`config.mk`:
```
export PLATFORM = sky130hd
export DESIGN_NAME = line_rasterizer_unit_flat
export DESIGN_NICKNAME = d
export VERILOG_FILES = /design/src/hw/rtl/lr_pkg.sv /design/src/hw/rtl/lr_cmd_if.sv /design/src/hw/rtl/lr_pix_if.sv /design/src/hw/rtl/lr_setup.sv /design/src/hw/rtl/lr_step.sv /design/src/hw/rtl/line_rasterizer_unit.sv /design/src/flat_wrapper.sv
export SDC_FILE = /design/constraint.sdc
export NUM_CORES = 1
export LEC_CHECK = 0
export BUFFER_PORTS_ARGS = -buffer_cell sky130_fd_sc_hd__buf_2
export CAP_MARGIN = 0
export CORE_ASPECT_RATIO = 1.1
export CORE_MARGIN = 2
export CORE_UTILIZATION = 24
export DETAILED_ROUTE_END_ITERATION = 10
export PLACE_DENSITY_LB_ADDON = 0.15
export REMOVE_ABC_BUFFERS = 1
export SYNTH_ARGS = -nofsm -noshare
export SYNTH_HDL_FRONTEND = slang
export SYNTH_SLANG_ARGS = --single-unit
```
`constraint.sdc`:
```
create_clock -name clk -period 13.4 [get_ports clk]
set_input_delay 2.68 -clock clk [delete_from_list [all_inputs] [get_ports clk]]
set_output_delay 2.68 -clock clk [all_outputs]
set_load 0.005 [all_outputs]
```
`src/hw/rtl/lr_pkg.sv`:
```
package lr_pkg;

	localparam int COORD_BITS  = 12;
	localparam int DIFF_BITS   = COORD_BITS + 1;
	localparam int DEC_BITS    = COORD_BITS + 4;
	localparam int PIX_BITS    = COORD_BITS + 1;
	localparam int ORIGIN_BITS = 11;
	localparam int SUM_BITS    = (PIX_BITS > ORIGIN_BITS) ? PIX_BITS : ORIGIN_BITS + 1;
	localparam int NUM_CFG     = 2;
	localparam int CFG_IDX_BITS = (NUM_CFG > 1) ? $clog2(NUM_CFG) : 1;

	typedef logic signed [COORD_BITS-1:0]  coord_t;
	typedef logic signed [DIFF_BITS-1:0]   diff_t;
	typedef logic signed [DEC_BITS-1:0]    dec_t;
	typedef logic signed [PIX_BITS-1:0]    pix_t;
	typedef logic signed [SUM_BITS-1:0]    sum_t;
	typedef logic        [ORIGIN_BITS-1:0] origin_t;
	typedef logic        [CFG_IDX_BITS-1:0] cfg_idx_t;

	localparam cfg_idx_t CFG_ORIGIN_X = cfg_idx_t'(0);
	localparam cfg_idx_t CFG_ORIGIN_Y = cfg_idx_t'(1);

	localparam origin_t ORIGIN_X_RESET = origin_t'(320);
	localparam origin_t ORIGIN_Y_RESET = origin_t'(240);

	// Command codes
	localparam logic CMD_START = 1'b0;
	localparam logic CMD_STEP  = 1'b1;

	// Walking direction of the active line
	typedef enum logic [1:0] {
		MODE_SHALLOW_POS = 2'd0,
		MODE_STEEP_POS   = 2'd1,
		MODE_STEEP_NEG   = 2'd2,
		MODE_SHALLOW_NEG = 2'd3
	} mode_t;

	typedef struct packed {
		coord_t cur_x;
		coord_t cur_y;
		coord_t stop;
		dec_t   decision;
		dec_t   incr_keep;
		dec_t   incr_diag;
		mode_t  mode;
	} line_state_t;

	// True when the current pixel sits on the end coordinate of the major axis
	function automatic logic at_end(input line_state_t ls);
		logic shallow;
		shallow = (ls.mode == MODE_SHALLOW_POS) || (ls.mode == MODE_SHALLOW_NEG);
		return shallow ? (ls.cur_x == ls.stop) : (ls.cur_y == ls.stop);
	endfunction

	// Offset a coordinate by the screen origin, wrapping to the pixel width
	function automatic pix_t to_screen(input coord_t c, input origin_t o);
		sum_t s;
		s = sum_t'(c) + sum_t'(o);
		return pix_t'(s);
	endfunction

endpackage

```
`src/hw/rtl/lr_cmd_if.sv`:
```
interface lr_cmd_if
	import lr_pkg::*;
();
	logic   valid;
	logic   ready;
	logic   command;
	coord_t x_start;
	coord_t y_start;
	coord_t x_end;
	coord_t y_end;

	modport source (output valid, command, x_start, y_start, x_end, y_end, input ready);
	modport sink   (input valid, command, x_start, y_start, x_end, y_end, output ready);
endinterface

```
`src/hw/rtl/lr_pix_if.sv`:
```
interface lr_pix_if
	import lr_pkg::*;
();
	logic valid;
	logic ready;
	pix_t pixel_x;
	pix_t pixel_y;
	logic last;

	modport source (output valid, pixel_x, pixel_y, last, input ready);
	modport sink   (input valid, pixel_x, pixel_y, last, output ready);
endinterface

```
`src/hw/rtl/lr_setup.sv`:
```
module lr_setup
	import lr_pkg::*;
(
	input  coord_t      x_start,
	input  coord_t      y_start,
	input  coord_t      x_end,
	input  coord_t      y_end,
	output line_state_t line_init
);

	diff_t dx, dy, adx, ady, sdx, sdy;
	dec_t  wdx, wdy;
	logic  neg, steep, swap;

	always_comb begin
		dx = diff_t'(x_end) - diff_t'(x_start);
		dy = diff_t'(y_end) - diff_t'(y_start);

		// Classify slope; zero run or rise counts as positive
		neg   = (dx[DIFF_BITS-1] && !dy[DIFF_BITS-1] && (dy != '0)) ||
		        (dy[DIFF_BITS-1] && !dx[DIFF_BITS-1] && (dx != '0));
		adx   = dx[DIFF_BITS-1] ? -dx : dx;
		ady   = dy[DIFF_BITS-1] ? -dy : dy;
		steep = ady > adx;

		// Pick the endpoint to start from
		if (!neg) begin
			swap = dx[DIFF_BITS-1] || dy[DIFF_BITS-1];
		end else if (!steep) begin
			swap = dx[DIFF_BITS-1];
		end else begin
			swap = !dy[DIFF_BITS-1] && (dy != '0);
		end

		sdx = swap ? -dx : dx;
		sdy = swap ? -dy : dy;
		wdx = dec_t'(sdx);
		wdy = dec_t'(sdy);

		line_init.cur_x = swap ? x_end : x_start;
		line_init.cur_y = swap ? y_end : y_start;

		// Decision term and increments per walking direction
		if (!neg && !steep) begin
			line_init.mode      = MODE_SHALLOW_POS;
			line_init.stop      = swap ? x_start : x_end;
			line_init.decision  = (wdy <<< 1) - wdx;
			line_init.incr_keep = wdy <<< 1;
			line_init.incr_diag = (wdy - wdx) <<< 1;
		end else if (!neg) begin
			line_init.mode      = MODE_STEEP_POS;
			line_init.stop      = swap ? y_start : y_end;
			line_init.decision  = (wdx <<< 1) - wdy;
			line_init.incr_keep = wdx <<< 1;
			line_init.incr_diag = (wdx - wdy) <<< 1;
		end else if (steep) begin
			line_init.mode      = MODE_STEEP_NEG;
			line_init.stop      = swap ? y_start : y_end;
			line_init.decision  = (wdx <<< 1) + wdy;
			line_init.incr_keep = wdx <<< 1;
			line_init.incr_diag = (wdx + wdy) <<< 1;
		end else begin
			line_init.mode      = MODE_SHALLOW_NEG;
			line_init.stop      = swap ? x_start : x_end;
			line_init.decision  = (wdy <<< 1) + wdx;
			line_init.incr_keep = wdy <<< 1;
			line_init.incr_diag = (wdy + wdx) <<< 1;
		end
	end

endmodule

```
`src/hw/rtl/lr_step.sv`:
```
module lr_step
	import lr_pkg::*;
(
	input  line_state_t line_cur,
	output line_state_t line_next
);

	localparam coord_t COORD_ONE = coord_t'(1);

	logic dec_neg;

	always_comb begin
		line_next = line_cur;
		dec_neg   = line_cur.decision[DEC_BITS-1];

		// Advance one pixel along the major axis
		unique case (line_cur.mode)
			MODE_SHALLOW_POS: begin
				if (dec_neg) begin
					line_next.decision = line_cur.decision + line_cur.incr_keep;
				end else begin
					line_next.decision = line_cur.decision + line_cur.incr_diag;
					line_next.cur_y    = line_cur.cur_y + COORD_ONE;
				end
				line_next.cur_x = line_cur.cur_x + COORD_ONE;
			end
			MODE_STEEP_POS: begin
				if (dec_neg) begin
					line_next.decision = line_cur.decision + line_cur.incr_keep;
				end else begin
					line_next.decision = line_cur.decision + line_cur.incr_diag;
					line_next.cur_x    = line_cur.cur_x + COORD_ONE;
				end
				line_next.cur_y = line_cur.cur_y + COORD_ONE;
			end
			MODE_STEEP_NEG: begin
				if (dec_neg) begin
					line_next.decision = line_cur.decision + line_cur.incr_keep;
				end else begin
					line_next.decision = line_cur.decision + line_cur.incr_diag;
					line_next.cur_x    = line_cur.cur_x + COORD_ONE;
				end
				line_next.cur_y = line_cur.cur_y - COORD_ONE;
			end
			MODE_SHALLOW_NEG: begin
				// zero decision goes east here
				if (dec_neg) begin
					line_next.decision = line_cur.decision + line_cur.incr_diag;
					line_next.cur_y    = line_cur.cur_y - COORD_ONE;
				end else begin
					line_next.decision = line_cur.decision + line_cur.incr_keep;
				end
				line_next.cur_x = line_cur.cur_x + COORD_ONE;
			end
			default: begin
				line_next = line_cur;
			end
		endcase
	end

endmodule

```
`src/hw/rtl/line_rasterizer_unit.sv`:
```
// Channel  Dir  Payload                                  Handshake
// cmd      in   command, x_start, y_start, x_end, y_end  valid/ready
// pix      out  pixel_x, pixel_y, last                   valid/ready
//
// One command word is taken per cycle unless a stalled pixel word holds the flow; a
// command word goes from the command register to the pixel register. The rate is set by
// the combinational decision/coordinate update between the command register and the pixel register.
// Reset restores the origin registers and drops any active line.
// A stalled pixel word holds; the command register still fills behind it.
module line_rasterizer_unit
	import lr_pkg::*;
(
	input  logic     clk,
	input  logic     arst_n,
	lr_cmd_if.sink   cmd,
	lr_pix_if.source pix,
	input  logic     cfg_we,
	input  cfg_idx_t cfg_index,
	input  origin_t  cfg_data
);

	logic        valid_s1;
	logic        command_s1;
	coord_t      x_start_s1, y_start_s1, x_end_s1, y_end_s1;

	origin_t     origin_x_q, origin_y_q;
	logic        active_q;
	line_state_t line_q;

	logic        out_valid_q;
	pix_t        pixel_x_q, pixel_y_q;
	logic        last_q;

	line_state_t line_init, line_stepped, line_next;
	logic        advance, is_start, emit, next_last;

	lr_setup u_setup (
		.x_start   (x_start_s1),
		.y_start   (y_start_s1),
		.x_end     (x_end_s1),
		.y_end     (y_end_s1),
		.line_init (line_init)
	);

	lr_step u_step (
		.line_cur  (line_q),
		.line_next (line_stepped)
	);

	// Move the held command forward when the pixel register is free
	always_comb begin
		advance   = valid_s1 && (!out_valid_q || pix.ready);
		is_start  = (command_s1 == CMD_START);
		emit      = is_start || active_q;
		line_next = is_start ? line_init : line_stepped;
		next_last = at_end(line_next);
	end

	assign cmd.ready   = !valid_s1 || advance;
	assign pix.valid   = out_valid_q;
	assign pix.pixel_x = pixel_x_q;
	assign pix.pixel_y = pixel_y_q;
	assign pix.last    = last_q;

	// Control state
	always_ff @(posedge clk or negedge arst_n) begin
		if (!arst_n) begin
			valid_s1    <= 1'b0;
			active_q    <= 1'b0;
			out_valid_q <= 1'b0;
			origin_x_q  <= ORIGIN_X_RESET;
			origin_y_q  <= ORIGIN_Y_RESET;
		end else begin
			if (cmd.ready) begin
				valid_s1 <= cmd.valid;
			end
			if (advance) begin
				out_valid_q <= emit;
				if (emit) begin
					active_q <= !next_last;
				end
			end else if (pix.ready) begin
				out_valid_q <= 1'b0;
			end
			if (cfg_we) begin
				unique case (cfg_index)
					CFG_ORIGIN_X: origin_x_q <= cfg_data;
					CFG_ORIGIN_Y: origin_y_q <= cfg_data;
					default: ;
				endcase
			end
		end
	end

	// Payload: command register, line state and pixel word
	always_ff @(posedge clk) begin
		if (cmd.valid && cmd.ready) begin
			command_s1 <= cmd.command;
			x_start_s1 <= cmd.x_start;
			y_start_s1 <= cmd.y_start;
			x_end_s1   <= cmd.x_end;
			y_end_s1   <= cmd.y_end;
		end
		if (advance && emit) begin
			line_q    <= line_next;
			pixel_x_q <= to_screen(line_next.cur_x, origin_x_q);
			pixel_y_q <= to_screen(line_next.cur_y, origin_y_q);
			last_q    <= next_last;
		end
	end

endmodule

```
`src/flat_wrapper.sv`:
```
// flat-port wrapper written by rule: the top's interface ports become plain ports
module line_rasterizer_unit_flat import lr_pkg::*;
  (clk, arst_n, cfg_we, cfg_index, cfg_data, cmd_valid, cmd_command, cmd_x_start, cmd_y_start, cmd_x_end, cmd_y_end, cmd_ready, pix_valid, pix_pixel_x, pix_pixel_y, pix_last, pix_ready);
  lr_cmd_if cmd_i ();
  lr_pix_if pix_i ();
  input  logic clk;
  input  logic arst_n;
  input  logic cfg_we;
  input  cfg_idx_t cfg_index;
  input  origin_t cfg_data;
  input wire logic [$bits(cmd_i.valid)-1:0] cmd_valid;
  input wire logic [$bits(cmd_i.command)-1:0] cmd_command;
  input wire logic [$bits(cmd_i.x_start)-1:0] cmd_x_start;
  input wire logic [$bits(cmd_i.y_start)-1:0] cmd_y_start;
  input wire logic [$bits(cmd_i.x_end)-1:0] cmd_x_end;
  input wire logic [$bits(cmd_i.y_end)-1:0] cmd_y_end;
  output wire logic [$bits(cmd_i.ready)-1:0] cmd_ready;
  output wire logic [$bits(pix_i.valid)-1:0] pix_valid;
  output wire logic [$bits(pix_i.pixel_x)-1:0] pix_pixel_x;
  output wire logic [$bits(pix_i.pixel_y)-1:0] pix_pixel_y;
  output wire logic [$bits(pix_i.last)-1:0] pix_last;
  input wire logic [$bits(pix_i.ready)-1:0] pix_ready;
  assign cmd_i.valid = cmd_valid;
  assign cmd_i.command = cmd_command;
  assign cmd_i.x_start = cmd_x_start;
  assign cmd_i.y_start = cmd_y_start;
  assign cmd_i.x_end = cmd_x_end;
  assign cmd_i.y_end = cmd_y_end;
  assign cmd_ready = cmd_i.ready;
  assign pix_valid = pix_i.valid;
  assign pix_pixel_x = pix_i.pixel_x;
  assign pix_pixel_y = pix_i.pixel_y;
  assign pix_last = pix_i.last;
  assign pix_i.ready = pix_ready;
  line_rasterizer_unit u_core (.clk(clk), .arst_n(arst_n), .cmd(cmd_i), .pix(pix_i), .cfg_we(cfg_we), .cfg_index(cfg_index), .cfg_data(cfg_data));
endmodule
```
After elaboration in Yosys (flattened, before gate mapping)

Cells that the tools add are included.

Register bits after elaboration: 187

$lt $le $gt $ge: 1
Reduce and logical (&&, ||, !) cells: 33
Eq/ne operators: 6
Muxes and demuxes: 24
Bitwise operators: 3
Add/sub/neg operators: 18

Operators with widths:

| kind                                                                  | number |
|---|---|
| 62-bit 2-to-1 mux                                                     | 3 |
| 24-bit one-hot mux with 4 select lines                                | 1 |
| 86-bit 2-to-1 mux                                                     | 1 |
| 12-bit 2-to-1 mux                                                     | 7 |
| 13-bit 2-to-1 mux                                                     | 4 |
| 16-bit adder                                                          | 2 |
| 16-bit 2-to-1 mux                                                     | 2 |
| 16-bit one-hot mux with 2 select lines                                | 1 |
| 14-bit by 13-bit adder with 15-bit output                             | 2 |
| 14-bit by 13-bit subtractor with 15-bit output                        | 2 |
| 13-bit by 13-bit subtractor with 14-bit output                        | 2 |
| 12-bit by 12-bit adder with 13-bit output                             | 2 |
| 13-bit negation                                                       | 2 |
| 13-bit nonzero test                                                   | 2 |
| 12-bit by 12-bit subtractor with 13-bit output                        | 2 |
| 12-bit by 2-bit adder with 12-bit output (second input constant)      | 2 |
| 12-bit equality test                                                  | 2 |
| 13-bit by 13-bit adder with 14-bit output                             | 1 |
| 13-bit > comparator                                                   | 1 |
| 12-bit by 2-bit subtractor with 12-bit output (second input constant) | 1 |
| 1-bit logical AND                                                     | 9 |
| 2-bit AND reduction                                                   | 4 |
| 1-bit zero test                                                       | 7 |
| 2-bit equality test (second input constant)                           | 3 |
| 8 further kinds                                                       | 20 |

Logic depth before layout (Yosys ltp)

Depth in word-level cells: 16
Depth in mapped cells: 33
Mapped depth without buffers: 29

Hierarchy

A second synthesis with hierarchy kept.

Cells, all modules: 2044
Area total of the unflattened synthesis: 18455.2 µm²

By module, submodules not included:

| module               | instances | sequential area each (µm²) | cells each | area each (µm²) |
|---|---|---|---|---|
| line_rasterizer_unit | 1         | 5497.8                     | 549        | 8355.5 |
| lr_setup             | 1         | 0.0                        | 1139       | 7591.0 |
| lr_step              | 1         | 0.0                        | 356        | 2508.7 |

Worst setup path before layout

OpenSTA, ideal clock, no wires.

Path type: reg-to-reg
From: reg u_core.x_start_s1[0]
To: reg u_core.active_q
Period minus slack after synthesis: 7.554 ns
Slack: 5.846 ns
Data arrival time: 7.256 ns
Cell stages (with the launch flop): 32
Buffers on the path: 4
Required time: 13.102 ns
Cells stage by stage: edfxtp_1 -> ha_1 -> fa_1 -> nand2b_1 -> a21oi_1 -> xor2_1 -> or3_1 -> or4b_4 -> o41ai_4 -> and2_1 -> xnor2_1 -> inv_1 -> ha_1 -> a21o_1 -> a21o_1 -> a21oi_1 -> o21ai_0 -> a21oi_1 -> mux2_2 -> clkbuf_1 -> clkbuf_1 -> ha_1 -> inv_1 -> o311ai_1 -> clkbuf_1 -> clkbuf_1 -> a21oi_1 -> a21oi_1 -> xor2_1 -> nand4_1 -> nor3_1 -> a21oi_1

RTL lines:

| element                | line                       | source |
|---|---|---|
| from (decl)            | line_rasterizer_unit.sv:24 | `coord_t x_start_s1, y_start_s1, x_end_s1, y_end_s1;` |
| from (signal assigned) | line_rasterizer_unit.sv:99 | `x_start_s1 <= cmd.x_start;` |
| to (signal assigned)   | line_rasterizer_unit.sv:80 | `active_q <= !next_last;` |
| to (decl)              | line_rasterizer_unit.sv:27 | `logic active_q;` |

==> metrics.yaml <==
drt:
  top_layer: "met4"
  detail_route.wirelength.met1_mm: 25.74
  drtIter0Drc: 952
  wl_met2_mm: 25.66
  routed-via-count: 13586
  via_per_inst: 4.887
  ant_nets: 0
  detail_route.wl_per_cell_um: 19.56
  first_pass_iters: 5
  routed_wirelength_mm: 54.39
  dr_wl_met3_mm: 1.828
  drc: 0
timing:
  timing.slew.headroom: 0.2594
  tns_ps: 0
  setup_violations: 0
  worst_clock_skew_ps: 15.71
  worst_slew_pin_slew_ps: 1107
  grt_setup_unrepaired: "no"
  drv_slew: 0
  fmax_ghz: 0.1169
  hold_viol_final: 0
  finalWorstSetupSlack_ps: 4846
  period_needed_ps: 8554
  post-route-period-util: 0.6384
clock_tree:
  insertion_delay_of_the_later_clocked_pin_in_the_worst_skew_pair_ps: 480
  cts_root_buffer: "sky130_fd_sc_hd__clkbuf_16"
  cts_buffers: 17
  clkTransAtPathRegs_ps: 80
  post_cts_hold_buffer_count: 0
  cts.sinks: 181
  cts_h_tree_lvls: 4
  cts_tree: "yes"
  max-clock-path-buffers: 2
  cts_setup_buffers: 0
  post_cts_resize_count: 0
placed_design:
  place_worst_setup_slack_ps: 4918
  detailed_place_hpwl_mm: 43.47
  gpl.final_weighted_congestion: 0.8442
  placement.io_buffers: 94
setup_path:
  rrSetupSlack_ps: 4850
  crit_type: "flop to flop"
  r2r.worst_path.cells: 28
  critPathLaunchType: "flop"
  critical_path.n_buffers_inverters: 3
  path_delay_family: "compound AO/OA/AOI/OAI gates"
  cpMaxStageDelayCell: "sky130_fd_sc_hd__o311ai_4"
  crit_path_max_fanout: 28
  cp-end-kind: "flop"
  regToRegStartpoint: "u_core.x_start_s1[0]"
  cp.arrival_ps: 8890
  critPathMostFrequentCell: "sky130_fd_sc_hd__a21oi_1"
  r2r_end: "u_core.active_q"
  critical_path.endpoint: "u_core.active_q"
  worst_ep_required_time_ps: 13740
  slowest_delay_ps: 670
  critical_path_cell_count: 28
  critical_path.startpoint: "u_core.x_start_s1[0]"
grt:
  grt-ovfl-total: 0
  pin_count_of_the_biggest_net_entering_global_routing: 68
  globalRouteTotalUtil: 0.1563
  number_of_antenna_violations_at_the_first_check_in_global_routing: 0
  first_pass_grt_wire_length_mm: 83.35
  first_global_vias: 13882
power:
  comb_power_share: 0.691
  leakage_uw: 0.007512
  seq_power_share: 0.195
  power.share.switching: 0.4910
  clock_power_share: 0.114
  internal-power_uw: 2307
  power.density_nw_per_um2: 245.2
  p_switching_uw: 2225
  vdd_drop_max_v: 0.0001142
logic_synthesis:
  ys.warnings.count: 0
  synth_seq_area_share: 0.3263
  synth_flop_cell: "sky130_fd_sc_hd__edfxtp_1"
  synth_compound_gate_area_share: 0.2042
  syn_area_per_cell_um2: 8.978
  synthXorXnorAreaFrac: 0.1119
  syn-cell-area_um2: 16290
  synthMuxAreaShare: 0.04147
  synth_commonest_cells: "sky130_fd_sc_hd__nor2_1, sky130_fd_sc_hd__a21oi_1, sky130_fd_sc_hd__ha_1"
  synth.ff_latch_count: 181
  synthDistinctLibCells: 78
  async_flop_share: 0.1381
  synth_top_area_frac: 0.2875
  synth_edf_count: 156
  synth_top_family_by_area: "compound AO/OA/AOI/OAI gates"
  yosysMostFrequentCell: "sky130_fd_sc_hd__nor2_1"
  post_synthesis_cell_type_with_the_largest_combined_area: "sky130_fd_sc_hd__edfxtp_1"
  netlist_instances: 1815
  post_synth_main_area_contributors: "sky130_fd_sc_hd__edfxtp_1, sky130_fd_sc_hd__ha_1, sky130_fd_sc_hd__xnor2_1"
  synth_area_in_simple_gates: 0.1330
  post_synth_fa_ha_maj_area_fraction: 0.1382
finish:
  layout.core_utilization: 0.2740
  num_antenna_cells: 0
  final_nets: 2138
  ff_latch_area_um2: 5318
  areaGrowthSynthToFinish_pct: 13.41
  num-fill-cells: 7128
  multi_input_area_um2: 10290
  drive_above_1_share: 0.1176
worst_hold_path:
  timing.hold.worst.class: "flop to flop"
floorplanning:
  core.rowCount: 100
  coreArea_um2: 67440
  fp.dieArea_um2: 70000
  initial_core_util: 0.2416
  num_io_pins: 95
  die_w_um: 252.4
  floorplan.die.height_um: 277.3
status:
  outcome: "complete, no violations"
job:
  cap_violations: 0
## stage by stage
step | instances | power (uW) | hold slack (ps) | instance area (um2)
floorplan | 1761 | 3144 | 483.6 | 16090
global placement | 2748 | 4006 | 494.1 | 17890
detailed placement | 2748 | 4025 | 503.2 | 17890
CTS | 2780 | 4574 | 522.9 | 18480
global route | 2780 | 4943 | 540.4 | 18480
finish | 2780 | 4532 | 518.7 | 18480
## cell families after synthesis
group / Yosys count
compound gates: 521
xor+xnor: 205
fa+ha+maj: 175
buf+inv: 194
flops: 181
mux: 63
simple gates: 476
## final cells by class
type / count / area share
tap: 867 / 0.05870
inverter: 140 / 0.02844
timing repair buffer: 120 / 0.03602
sequential: 181 / 0.2877
multi-input combinational: 1440 / 0.5571
clock inverter: 14 / 0.008802
clock buffer: 18 / 0.02322
## worst min path at each step
stage	start	endpoint	slack, ps	depth (start not counted)
after global routing	u_core.origin_x_q[4]	u_core.origin_x_q[4]	540	1
after floorplan	u_core.origin_x_q[10]	u_core.origin_x_q[10]	480	1
after global placement	u_core.origin_x_q[3]	u_core.origin_x_q[3]	490	1
after CTS	u_core.origin_x_q[2]	u_core.origin_x_q[2]	520	1
after detailed placement	u_core.origin_x_q[9]	u_core.origin_x_q[9]	500	1
final	u_core.origin_x_q[2]	u_core.origin_x_q[2]	520	1
## flip-flops by register name (all words and copies together) (netlist names)
signal / flops
u_core.line_q: 80
u_core.pix.pixel_x: 13
u_core.pix.pixel_y: 13
u_core.x_end_s1: 12
u_core.x_start_s1: 12
u_core.y_end_s1: 12
u_core.y_start_s1: 12
u_core.origin_x_q: 11
u_core.origin_y_q: 11
u_core.active_q: 1
u_core.command_s1: 1
u_core.pix.last: 1
u_core.pix.valid: 1
u_core.valid_s1: 1
## cells in the final DEF (no fill, tap or decap), drive strengths merged, types with 18 or more instances in the layout
cell    Yosys  routed
a211oi     27      27
a21o       31      31
a21oi     180     180
a31oi      23      23
buf         8     120
clkbuf     46      18
dfrtp      19      19
edfxtp    156     156
ha        163     163
inv       136     142
mux2       36      36
mux2i      27      27
nand2     114     114
nand2b     22      22
nand3      30      30
nor2      184     184
nor3       43      43
o21ai      97      97
o21bai     33      33
or3        18      18
xnor2     143     143
xor2       60      60
## power groups by stage
stage                     registers, uW  logic [uW]  clock network [uW]
after floorplan                     886        2260                   0
after global placement              893        3110                   0
after detailed placement            894        3130                   0
after CTS                           883        3150                 540
after global routing                897        3490                 559
final                               882        3130                 518
## metal layers
| layer | track usage | up-vias |
|---|---|---|
| met5 | 0 | - |
| met4 | 0.04506 | 0 |
| met3 | 0.02064 | 54 |
| met2 | 0.2573 | 271 |
| met1 | 0.2128 | 6522 |
| li1 | - | 6739 |
No activity file was read; power rests on OpenSTA's default activity.
